<file path="src/rtl/bpm_pkg.sv">
package bpm_pkg;

  localparam int unsigned APB_ADDR_W = 5;
  localparam int unsigned APB_DATA_W = 32;

  localparam logic [2:0] REG_TEMP_HIGH  = 3'd0;
  localparam logic [2:0] REG_TEMP_LOW   = 3'd1;
  localparam logic [2:0] REG_VOLT_UPPER = 3'd2;
  localparam logic [2:0] REG_VOLT_LOWER = 3'd3;
  localparam logic [2:0] REG_VOLT_DEAD  = 3'd4;

  localparam logic signed [11:0] TEMP_HIGH_RST  = 12'sd600;
  localparam logic signed [11:0] TEMP_LOW_RST   = -12'sd200;
  localparam logic [12:0]        VOLT_UPPER_RST = 13'd4200;
  localparam logic [12:0]        VOLT_LOWER_RST = 13'd3000;
  localparam logic [12:0]        VOLT_DEAD_RST  = 13'd2000;

  localparam logic [1:0] DIR_CHARGE    = 2'd1;
  localparam logic [1:0] DIR_DISCHARGE = 2'd2;
  localparam logic [1:0] FETS_NONE     = 2'b00;
  localparam logic [1:0] FETS_BOTH     = 2'b11;
  localparam logic [1:0] COUNT_MAX     = 2'd3;

  typedef enum logic [1:0] {
    MOS_NONE  = 2'd0,
    MOS_OPEN  = 2'd1,
    MOS_CLOSE = 2'd2
  } mos_cmd_t;

  typedef enum logic [1:0] {
    MASK_NONE  = 2'd0,
    MASK_SET   = 2'd1,
    MASK_CLEAR = 2'd2
  } mask_cmd_t;

  typedef enum logic [1:0] {
    TEMP_OK   = 2'd0,
    TEMP_HOT  = 2'd1,
    TEMP_COLD = 2'd2
  } temp_fault_t;

  typedef struct packed {
    logic signed [11:0] temp_high_limit;
    logic signed [11:0] temp_low_limit;
    logic [12:0]        volt_upper_ok;
    logic [12:0]        volt_lower_ok;
    logic [12:0]        volt_dead_limit;
  } bpm_cfg_t;

  typedef struct packed {
    logic               temp_valid;
    logic signed [11:0] temp_max;
    logic signed [11:0] temp_min;
    logic [12:0]        cell_volt_max;
    logic [12:0]        cell_volt_min;
    logic [1:0]         alert_seen;
    logic [7:0]         volt_fault_bits;
    logic [2:0]         current_fault_bits;
    logic [1:0]         load_alert_bits;
    logic [1:0]         current_direction;
    logic [1:0]         mos_status;
    logic               ext_wake_event;
  } bpm_in_t;

  typedef struct packed {
    mos_cmd_t    mos_command;
    logic        clear_alarm;
    mask_cmd_t   uv_mask_command;
    mask_cmd_t   ov_mask_command;
    logic        retry_wait;
    logic        charge_allowed;
    logic        discharge_allowed;
    temp_fault_t temp_fault;
    logic [9:0]  status_word;
  } bpm_out_t;

endpackage

</file>
<file path="src/rtl/bpm_cfg.sv">
module bpm_cfg
  import bpm_pkg::*;
(
  input  logic                  clk,
  input  logic                  rst,
  input  logic                  psel,
  input  logic                  penable,
  input  logic                  pwrite,
  input  logic [APB_ADDR_W-1:0] paddr,
  input  logic [APB_DATA_W-1:0] pwdata,
  output logic [APB_DATA_W-1:0] prdata,
  output bpm_cfg_t              cfg
);

  logic       wr_en;
  logic [2:0] idx;

  assign idx   = paddr[4:2];
  assign wr_en = psel & penable & pwrite;

  always_ff @(posedge clk) begin
    if (rst) begin
      cfg.temp_high_limit <= TEMP_HIGH_RST;
      cfg.temp_low_limit  <= TEMP_LOW_RST;
      cfg.volt_upper_ok   <= VOLT_UPPER_RST;
      cfg.volt_lower_ok   <= VOLT_LOWER_RST;
      cfg.volt_dead_limit <= VOLT_DEAD_RST;
    end else if (wr_en) begin
      unique case (idx)
        REG_TEMP_HIGH:  cfg.temp_high_limit <= signed'(pwdata[11:0]);
        REG_TEMP_LOW:   cfg.temp_low_limit  <= signed'(pwdata[11:0]);
        REG_VOLT_UPPER: cfg.volt_upper_ok   <= pwdata[12:0];
        REG_VOLT_LOWER: cfg.volt_lower_ok   <= pwdata[12:0];
        REG_VOLT_DEAD:  cfg.volt_dead_limit <= pwdata[12:0];
        default: ;
      endcase
    end
  end

  always_comb begin
    unique case (idx)
      REG_TEMP_HIGH:  prdata = {{20{cfg.temp_high_limit[11]}}, cfg.temp_high_limit};
      REG_TEMP_LOW:   prdata = {{20{cfg.temp_low_limit[11]}}, cfg.temp_low_limit};
      REG_VOLT_UPPER: prdata = {19'd0, cfg.volt_upper_ok};
      REG_VOLT_LOWER: prdata = {19'd0, cfg.volt_lower_ok};
      REG_VOLT_DEAD:  prdata = {19'd0, cfg.volt_dead_limit};
      default:        prdata = '0;
    endcase
  end

endmodule

</file>
<file path="src/rtl/bpm_core.sv">
module bpm_core
  import bpm_pkg::*;
(
  input  logic     clk,
  input  logic     rst,
  input  bpm_cfg_t cfg,
  input  logic     step,
  input  bpm_in_t  req,
  output bpm_out_t res
);

  logic        allow_charge, allow_charge_next;
  logic        allow_discharge, allow_discharge_next;
  logic        uv_masked, uv_masked_next;
  logic        ov_masked, ov_masked_next;
  logic [1:0]  temp_strikes, temp_strikes_next;
  temp_fault_t temp_fault_state, temp_fault_state_next;
  logic [1:0]  overcurrent_retries, overcurrent_retries_next;
  logic        protect_pending, protect_pending_next;
  logic        exit_pending, exit_pending_next;
  logic        wake_pending, wake_pending_next;

  logic      charging, discharging, ov, uv, in_range, open, clear, retry, shut, need_clear;
  mos_cmd_t  mos_cmd;
  mask_cmd_t uv_cmd, ov_cmd;
  logic      pp, ep;

  always_ff @(posedge clk) begin
    if (rst) begin
      allow_charge        <= 1'b0;
      allow_discharge     <= 1'b0;
      uv_masked           <= 1'b0;
      ov_masked           <= 1'b0;
      temp_strikes        <= '0;
      temp_fault_state    <= TEMP_OK;
      overcurrent_retries <= '0;
      protect_pending     <= 1'b0;
      exit_pending        <= 1'b0;
      wake_pending        <= 1'b0;
    end else if (step) begin
      allow_charge        <= allow_charge_next;
      allow_discharge     <= allow_discharge_next;
      uv_masked           <= uv_masked_next;
      ov_masked           <= ov_masked_next;
      temp_strikes        <= temp_strikes_next;
      temp_fault_state    <= temp_fault_state_next;
      overcurrent_retries <= overcurrent_retries_next;
      protect_pending     <= protect_pending_next;
      exit_pending        <= exit_pending_next;
      wake_pending        <= wake_pending_next;
    end
  end

  always_comb begin
    charging    = (req.current_direction == DIR_CHARGE);
    discharging = (req.current_direction == DIR_DISCHARGE);
    ov          = |req.volt_fault_bits[7:4];
    uv          = |req.volt_fault_bits[3:0];
    pp          = protect_pending | req.alert_seen[0];
    ep          = exit_pending | req.alert_seen[1];
    wake_pending_next = wake_pending | req.ext_wake_event;

    // temperature debounce
    temp_strikes_next     = temp_strikes;
    temp_fault_state_next = temp_fault_state;
    in_range = (req.temp_max <= cfg.temp_high_limit) &&
               (req.temp_min >= cfg.temp_low_limit);
    if (req.temp_valid) begin
      if (in_range) begin
        temp_strikes_next     = '0;
        temp_fault_state_next = TEMP_OK;
      end else if (temp_strikes != COUNT_MAX) begin
        temp_strikes_next = temp_strikes + 2'd1;
      end else begin
        temp_fault_state_next = (req.temp_max > cfg.temp_high_limit) ? TEMP_HOT : TEMP_COLD;
      end
    end

    // FET decision
    open           = 1'b0;
    clear          = 1'b0;
    uv_cmd         = MASK_NONE;
    ov_cmd         = MASK_NONE;
    uv_masked_next = uv_masked;
    ov_masked_next = ov_masked;
    if (!pp) begin
      if (wake_pending_next) begin
        open              = 1'b1;
        wake_pending_next = 1'b0;
      end
      if (req.load_alert_bits[0]) begin
        open  = 1'b1;
        clear = 1'b1;
      end
    end else begin
      if (allow_charge && uv && charging) begin
        open = 1'b1;
        if (!uv_masked) begin
          uv_cmd         = MASK_SET;
          uv_masked_next = 1'b1;
        end
      end
      if (allow_discharge && ov && discharging) begin
        open = 1'b1;
        if (!ov_masked) begin
          ov_cmd         = MASK_SET;
          ov_masked_next = 1'b1;
        end
      end
    end
    shut = (!allow_discharge && !allow_charge) ||
           (!allow_discharge && allow_charge && discharging) ||
           (allow_discharge && !allow_charge && charging);
    if (open && req.mos_status != FETS_BOTH) begin
      mos_cmd = MOS_OPEN;
    end else if (shut && req.mos_status != FETS_NONE) begin
      mos_cmd = MOS_CLOSE;
    end else begin
      mos_cmd = MOS_NONE;
    end

    // alert recovery
    allow_charge_next        = allow_charge;
    allow_discharge_next     = allow_discharge;
    overcurrent_retries_next = overcurrent_retries;
    protect_pending_next     = pp;
    exit_pending_next        = ep;
    retry                    = 1'b0;
    need_clear               = 1'b0;
    if (pp || ep) begin
      if (req.volt_fault_bits != 8'd0) begin
        if (ov && !uv) begin
          allow_charge_next    = 1'b0;
          allow_discharge_next = 1'b1;
        end
        if (uv && !ov) begin
          allow_discharge_next = 1'b0;
          allow_charge_next    = (req.cell_volt_min >= cfg.volt_dead_limit);
        end
        if (ov && uv) begin
          allow_charge_next    = 1'b0;
          allow_discharge_next = 1'b0;
        end
        if (req.cell_volt_max <= cfg.volt_upper_ok &&
            req.cell_volt_min >= cfg.volt_lower_ok) begin
          allow_charge_next    = 1'b1;
          allow_discharge_next = 1'b1;
          if (ov_masked_next) begin
            ov_cmd         = MASK_CLEAR;
            ov_masked_next = 1'b0;
          end
          if (uv_masked_next) begin
            uv_cmd         = MASK_CLEAR;
            uv_masked_next = 1'b0;
          end
          need_clear = 1'b1;
        end
      end
      if (req.current_fault_bits != 3'd0) begin
        if (overcurrent_retries != COUNT_MAX) begin
          need_clear               = 1'b1;
          retry                    = 1'b1;
          overcurrent_retries_next = overcurrent_retries + 2'd1;
        end else begin
          allow_charge_next    = 1'b0;
          allow_discharge_next = 1'b0;
        end
      end else begin
        overcurrent_retries_next = '0;
      end
      if (req.load_alert_bits != 2'd0) need_clear = 1'b1;
      if (temp_fault_state_next != TEMP_OK) begin
        allow_charge_next    = 1'b0;
        allow_discharge_next = 1'b0;
      end
      if (need_clear) begin
        clear                = 1'b1;
        protect_pending_next = 1'b0;
        exit_pending_next    = 1'b0;
      end
    end

    res.mos_command       = mos_cmd;
    res.clear_alarm       = clear;
    res.uv_mask_command   = uv_cmd;
    res.ov_mask_command   = ov_cmd;
    res.retry_wait        = retry;
    res.charge_allowed    = allow_charge_next;
    res.discharge_allowed = allow_discharge_next;
    res.temp_fault        = temp_fault_state_next;
    res.status_word = {req.current_fault_bits[2], 1'b0,
                       temp_fault_state_next == TEMP_COLD,
                       temp_fault_state_next == TEMP_HOT,
                       req.current_fault_bits[1], req.current_fault_bits[0],
                       uv, ov, req.mos_status[0], req.mos_status[1]};
  end

endmodule

</file>
<file path="src/rtl/battery_protection_manager_top.sv">
// channel  | direction | handshake            | payload
// req      | in        | req_valid/req_stall  | bpm_in_t, one scan pass
// res      | out       | res_valid/res_stall  | bpm_out_t, one result per pass
// apb      | in/out    | psel/penable/pready  | threshold registers at 4*i
//
// One pass per cycle while res_stall is low; a result passes through the request
// register, then the result register.
// Reset (rst, synchronous) restores thresholds and clears all pass state.
// res_stall holds the result; one more request waits in the request register,
// then req_stall rises.
module battery_protection_manager_top
  import bpm_pkg::*;
(
  input  logic                  clk,
  input  logic                  rst,
  input  logic                  req_valid,
  output logic                  req_stall,
  input  bpm_in_t               req,
  output logic                  res_valid,
  input  logic                  res_stall,
  output bpm_out_t              res,
  input  logic                  psel,
  input  logic                  penable,
  input  logic                  pwrite,
  input  logic [APB_ADDR_W-1:0] paddr,
  input  logic [APB_DATA_W-1:0] pwdata,
  output logic [APB_DATA_W-1:0] prdata,
  output logic                  pready
);

  bpm_cfg_t cfg;
  bpm_in_t  req_q;
  bpm_out_t res_d;
  logic     req_full;
  logic     advance;
  logic     take;

  assign pready    = 1'b1;
  assign advance   = req_full & (~res_valid | ~res_stall);
  assign req_stall = req_full & ~advance;
  assign take      = req_valid & ~req_stall;

  bpm_cfg u_cfg (
    .clk     (clk),
    .rst     (rst),
    .psel    (psel),
    .penable (penable),
    .pwrite  (pwrite),
    .paddr   (paddr),
    .pwdata  (pwdata),
    .prdata  (prdata),
    .cfg     (cfg)
  );

  bpm_core u_core (
    .clk  (clk),
    .rst  (rst),
    .cfg  (cfg),
    .step (advance),
    .req  (req_q),
    .res  (res_d)
  );

  always_ff @(posedge clk) begin
    if (rst) begin
      req_full  <= 1'b0;
      res_valid <= 1'b0;
    end else begin
      if (take) begin
        req_full <= 1'b1;
      end else if (advance) begin
        req_full <= 1'b0;
      end
      if (advance) begin
        res_valid <= 1'b1;
      end else if (!res_stall) begin
        res_valid <= 1'b0;
      end
    end
  end

  always_ff @(posedge clk) begin
    if (take) req_q <= req;
    if (advance) res <= res_d;
  end

endmodule

</file>
<file path="config.mk">
export PLATFORM = sky130hd
export DESIGN_NAME = battery_protection_manager_top
export DESIGN_NICKNAME = d
export VERILOG_FILES = /design/src/rtl/bpm_pkg.sv /design/src/rtl/bpm_cfg.sv /design/src/rtl/bpm_core.sv /design/src/rtl/battery_protection_manager_top.sv
export SDC_FILE = /design/constraint.sdc
export NUM_CORES = 1
export LEC_CHECK = 0
export ABC_CLOCK_PERIOD_IN_PS = 5300
export BUFFER_PORTS_ARGS = -buffer_cell sky130_fd_sc_hd__buf_2
export CORE_ASPECT_RATIO = 1.5
export CORE_MARGIN = 2
export CORE_UTILIZATION = 40
export CTS_CLUSTER_SIZE = 30
export DETAILED_ROUTE_END_ITERATION = 12
export HOLD_SLACK_MARGIN = 0.06
export PLACE_DENSITY = 0.73
export REMOVE_ABC_BUFFERS = 1
export SETUP_SLACK_MARGIN = 0.3
export SLEW_MARGIN = 40
export SYNTH_ARGS = -nofsm -noshare
export SYNTH_HDL_FRONTEND = slang
export SYNTH_SLANG_ARGS = --single-unit
</file>
<file path="constraint.sdc">
create_clock -name clk -period 5.3 [get_ports clk]
set_input_delay 0.795 -clock clk [delete_from_list [all_inputs] [get_ports clk]]
set_output_delay 0.795 -clock clk [all_outputs]
set_load 0.05 [all_outputs]
</file>
After elaboration in Yosys (flattened, before gate mapping)
Index checks and enable logic that the tools add are counted.

storage, ports and cells
  bits in registers = 170
  input bits = 115
  output and inout port bits = 57
  logic and storage cells = 190

operators by class
  add/sub/neg operators = 2
  order comparisons = 6
  eq/ne operators = 13
  muxes and demuxes = 77
  bitwise operators = 13
  reduce and logical (&&, ||, !) cells = 41

operator list
  operator               count
  $pmux W32 S5           1
  $mux W1                55
  $mux W2                21
  $ge A13 B13 Y1         2
  $logic_and A1 B1 Y1    16
  $le A13 B13 Y1         1
  $ge A12 B12 Y1         1
  $gt A12 B12 Y1         1
  $le A12 B12 Y1         1
  $reduce_and A2 Y1      6
  $reduce_bool A2 Y1     5
  $ne A2 B2 Y1 const B   4
  $reduce_bool A8 Y1     1
  $reduce_or A4 Y1       2
  $eq A3 B2 Y1 const B   2
  $reduce_and A3 Y1      2
  $and A1 B1 Y1          5
  $add A2 B1 Y2 const B  2
  $eq A2 B1 Y1 const B   2
  $eq A2 B2 Y1 const B   2
  $logic_not A1 Y1       4
  $not A1 Y1             4
  $or A1 B1 Y1           4
  $eq A3 B1 Y1 const B   1
  other kinds (5)        7

Longest topological paths before layout
  word-level depth = 12
  mapped depth = 10
  mapped depth without buffers = 10

Cells and area by module
Synthesis repeated with hierarchy kept, for this count alone.

unflattened totals
  cells, all modules = 766
  area, all modules = 8,609.5 sq um

by module, submodules not included
  module                          instances  cells each  area an instance (sq um)  sequential area each (sq um)
  bpm_cfg                         1          320         3,159.3                   1,261.2
  battery_protection_manager_top  1          105         2,890.3                   2,832.7
  bpm_core                        1          341         2,560.0                   260.2

Least setup slack after synthesis
No wires, ideal clock.

  path kind = input -> register
  start = input res_stall
  end = register req_q[0] in the netlist's numbering, enable pin
  library setup time = 507 ps
  data arrival time = 4,368 ps
  required time = 4,793 ps
  path slack = 424 ps
  stages = 2
  path buffers = 0
  cell sequence = and3_1 nor2b_1

between the ends
  cells in the longest elaborated chain, start to end = 7

RTL lines
  item                  line                                  text
  start, declared       battery_protection_manager_top.sv:20  input logic res_stall,
  $not A1 Y1            battery_protection_manager_top.sv:39  assign advance = req_full & (~res_valid | ~res_stall);
  $or A1 B1 Y1          battery_protection_manager_top.sv:39
  $and A1 B1 Y1         battery_protection_manager_top.sv:39
  $not A1 Y1            battery_protection_manager_top.sv:40  assign req_stall = req_full & ~advance;
  $and A1 B1 Y1         battery_protection_manager_top.sv:40
  $not A1 Y1            battery_protection_manager_top.sv:41  assign take = req_valid & ~req_stall;
  $and A1 B1 Y1         battery_protection_manager_top.sv:41
  net take              battery_protection_manager_top.sv:36  logic take;
  end signal, assigned  battery_protection_manager_top.sv:83  if (take) req_q <= req;
  end, declared         battery_protection_manager_top.sv:32  bpm_in_t req_q;

The timed path passes the listed nets, and every way through them passes these cells.
A chain may end at the register's enable or synchronous reset.

Worst setup path in the final report
  start = input paddr[2]
  end = output prdata[10]

between the ends
  cells in the longest elaborated chain, start to end = 2
  elaborated cells between the ends (all ways) = 6
  classes of those cells = 4 x eq/ne; 1 x mux; 1 x reduce/logical

RTL lines
  item                                        line                                  text
  start, declared                             battery_protection_manager_top.sv:25  input logic [APB_ADDR_W-1:0] paddr,
  $eq A3 B3 Y1, or another cell as far along  bpm_cfg.sv:41                         unique case (idx)
  $pmux W32 S5 *                              bpm_cfg.sv:41
  end, declared                               battery_protection_manager_top.sv:27  output logic [APB_DATA_W-1:0] prdata,

Every way passes the cells marked *; elsewhere a longest branch is shown, timed or not.

==> out/qor.yml <==
dominant_combinational_cell_family_by_area_after_synthesis: "compound AO/OA/AOI/OAI gates"
core_area_um2: 20180
antenna_cells: 0
netlist_top_cells_area: "sky130_fd_sc_hd__edfxtp_1 (34%), sky130_fd_sc_hd__dfxtp_1 (19%), sky130_fd_sc_hd__ha_1 (10%)"
tritoncts: "built"
port-buffer-count: 148
root_cell_of_the_clock_tree: "sky130_fd_sc_hd__clkbuf_16"
critical-path-top-cell-by-count: "sky130_fd_sc_hd__buf_2"
synth-xor-area-share_pct: 0
io-pin-count: 172
cap_viol_max_count: 0
maxSlewHeadroom_pct: 44.37
finalSetupTns_ps: 0
final-hold-violation-count: 0
grt_first_pass_wirelength_mm: 30.66
height_of_the_die_um: 178.9
postCtsSetupBuffers: 0
clock_sinks: 170
wl_per_cell_um: 16.72
die_area_um2: 21570
syn_to_final_growth_pct: 18.27
grt_pass1_vias: 5874
dp_slack_ps: 1877
via_per_inst: 5.204
gp_routability_congestion: 0.9166
min_period_ps: 3494
setup.worst_path.end_class: "primary output"
globalRouteTotalUtil_pct: 18.88
grt_overflow_total: 0
synth_top_cells_by_count: "sky130_fd_sc_hd__nand2_1 (100), sky130_fd_sc_hd__edfxtp_1 (92), sky130_fd_sc_hd__dfxtp_1 (78), sky130_fd_sc_hd__inv_1 (69), sky130_fd_sc_hd__ha_1 (65)"
drt-initial-drc-count: 402
totalPowerFinal_mw: 3.010
timing.setup.critical_path_class: "in2out"
first_pass_iters: 5
synth_simple_gate_area_share_pct: 13.56
synth_area_um2: 8157
slew_limit_fails: 0
critical_path_arrival_ps: 2700
htree_levels: 4
synth-warning-count: 0
critical_path.cell_chain: "buf_2, nor2b_1, a22oi_1, o22ai_1, buf_2"
layout_setup_ws_ps: 1806
layout_worst_path_cycle_share_pct: 65.92
clk_pin_slew_ps: 70
pin_count_of_the_biggest_net_entering_global_routing: 80
initial_core_util_pct: 40.42
power.static_leakage_nw: 4.035
synth_edf_count: 92
chipWidth_um: 120.6
grt_antenna_before_repair: 0
synth_cells: 790
cts_hold_buf: 0
hpwl_mm: 14.96
yosysTopAreaCellShare_pct: 33.87
ys_dominant_reg_cell: "sky130_fd_sc_hd__edfxtp_1"
synth.distinct_cells: 60
worst_skew_pair.late_latency_ps: 440
synth_top_cell_by_area: "sky130_fd_sc_hd__edfxtp_1"
worst_clock_skew_ps: 8.706
synthAdderAreaFrac_pct: 9.971
critical-path-slowest-cell: "sky130_fd_sc_hd__nor2b_1"
postRouteAntennaNets: 0
fraction_of_synthesized_area_in_multiplexers_pct: 1.181
num-fill-cells: 1932
timing_worst_slew_pin_value_ps: 829.4
postSynth.asyncResetShare_pct: 0
ys_ff_latch: 170
drc: 0
post_cts_resize_count: 0
unrepaired_setup_endpoints_after_global_routing: "false"
cts_made_buffers: 17
synth.avg_cell_area_um2: 10.32
rows: 64
fmax_ghz: 0.2862
synth_most_common_cell: "sky130_fd_sc_hd__nand2_1"
seq_total_area_yosys_pct: 53.01
area_of_the_multi_input_gates_um2: 3331
vdd_ir_drop_max_mv: 0.2243
synth-compound-area-share_pct: 15.52
critical_path_required_ps: 4510
timing.hold.worst.class: "reg2reg"
crit_path_start_kind: "input pin"
critPathMaxFanout: 35
finish.utilization_pct: 47.81
finalWirelength_mm: 19.88
finalSetupViolCount: 0
finalNetCount: 1092
final-seq-area_um2: 4324
layout-drive-gt1-share_pct: 21.84
cellPowerDensity_nw_per_um2: 312.0
via_count: 6188
max_buffers_root_to_sink: 2
worst_path_largest_cell_delay_ps: 670
run_status: "finished clean"
==> kinds of logic after synthesis <==
kind of cell,count (synthesis)
and+or+nand+nor,234
buffers and inverters,122
AOI/OAI and AO/OA,188
DFF,170
adders and majority gates,65
muxes,9
other,2
==> path summary, 6_finish.rpt <==
check | start | endpoint | slack [ps] | cells past startpoint
setup / recovery | paddr[2] | prdata[10] | 1810 | 5
hold / removal | u_cfg.cfg[35] | u_cfg.cfg[35] | 460 | 2
setup reg to reg | u_cfg.cfg[50] | res[13] | 2260 | 10
hold reg to reg | u_cfg.cfg[35] | u_cfg.cfg[35] | 460 | 2
==> registers in the layout, indices dropped and copies added (netlist names) <==
signal / cells
u_core.allow_discharge: 1
req_full: 1
req_q: 71
u_core.allow_charge: 1
u_core.temp_strikes: 2
u_core.overcurrent_retries: 2
u_core.protect_pending: 1
u_core.ov_masked: 1
u_core.uv_masked: 1
u_core.wake_pending: 1
res_valid: 1
u_cfg.cfg: 63
res: 21
u_core.temp_fault_state: 2
u_core.exit_pending: 1
==> stage by stage <==
step	std cells	instance area (um2)	hold WS, ps
floorplan	737	7873	427.4
global placement	1156	9026	432.7
detailed placement	1157	9062	447.4
CTS	1189	9641	456.6
global route	1189	9647	472.8
finish	1189	9647	457.0
==> critical path: cells and delay by family <==
family | cells | cell delay, ps
AOI/OAI and AO/OA | 2 | 450
buffers and inverters | 2 | 770
and+or+nand+nor | 1 | 670
==> final cells by class <==
type                    instances  area share, %
multi-input cells             498          34.53
repair buffers                156          8.547
inverters                      69          2.685
flip-flops and latches        170          44.82
clock buffers                  20          4.851
well taps                     264          3.424
clock inverters                12          1.141
==> layout by cell type (no fill, tap or decap), types with 4 or more instances in the layout <==
cell / synthesis / final
sky130_fd_sc_hd__edfxtp_1: 92 / 92
sky130_fd_sc_hd__a21oi_1: 62 / 62
sky130_fd_sc_hd__buf_4: 20 / 6
sky130_fd_sc_hd__inv_6: 0 / 4
sky130_fd_sc_hd__o21ai_0: 19 / 19
sky130_fd_sc_hd__a21o_1: 7 / 7
sky130_fd_sc_hd__nor3b_1: 5 / 5
sky130_fd_sc_hd__nand2b_1: 8 / 8
sky130_fd_sc_hd__nor2b_1: 16 / 15
sky130_fd_sc_hd__a2111oi_0: 4 / 4
sky130_fd_sc_hd__clkbuf_16: 0 / 18
sky130_fd_sc_hd__a211oi_1: 7 / 7
sky130_fd_sc_hd__nand4_1: 8 / 8
sky130_fd_sc_hd__buf_2: 0 / 148
sky130_fd_sc_hd__dfxtp_1: 78 / 78
sky130_fd_sc_hd__nand3b_1: 7 / 7
sky130_fd_sc_hd__nand3_1: 7 / 7
sky130_fd_sc_hd__o22ai_1: 14 / 14
sky130_fd_sc_hd__and2_1: 4 / 4
sky130_fd_sc_hd__and4_1: 4 / 4
sky130_fd_sc_hd__nor2_1: 53 / 51
sky130_fd_sc_hd__mux2i_1: 7 / 7
sky130_fd_sc_hd__a211o_1: 21 / 21
sky130_fd_sc_hd__a22oi_1: 23 / 23
sky130_fd_sc_hd__inv_1: 69 / 69
sky130_fd_sc_hd__nor3_1: 7 / 6
sky130_fd_sc_hd__nand2_1: 100 / 100
sky130_fd_sc_hd__ha_1: 65 / 65
==> metal layers <==
metal	global-route usage, %	routed length (um)	vias up
met4	10.90	1019	0
met2	33.99	10390	184
met3	3.626	810	49
met5	0	0	-
met1	20.52	7657	2899
li1	-	-	3056
==> report_power, final <==
| group | switching, mW | total (mW) | internal (mW) |
|---|---|---|---|
| Sequential | 0.0241 | 1.47 | 1.44 |
| Clock | 0.536 | 1.23 | 0.693 |
| Combinational | 0.213 | 0.315 | 0.103 |
| Total | 0.773 | 3.01 | 2.24 |
No activity file was read; power rests on OpenSTA's default activity.
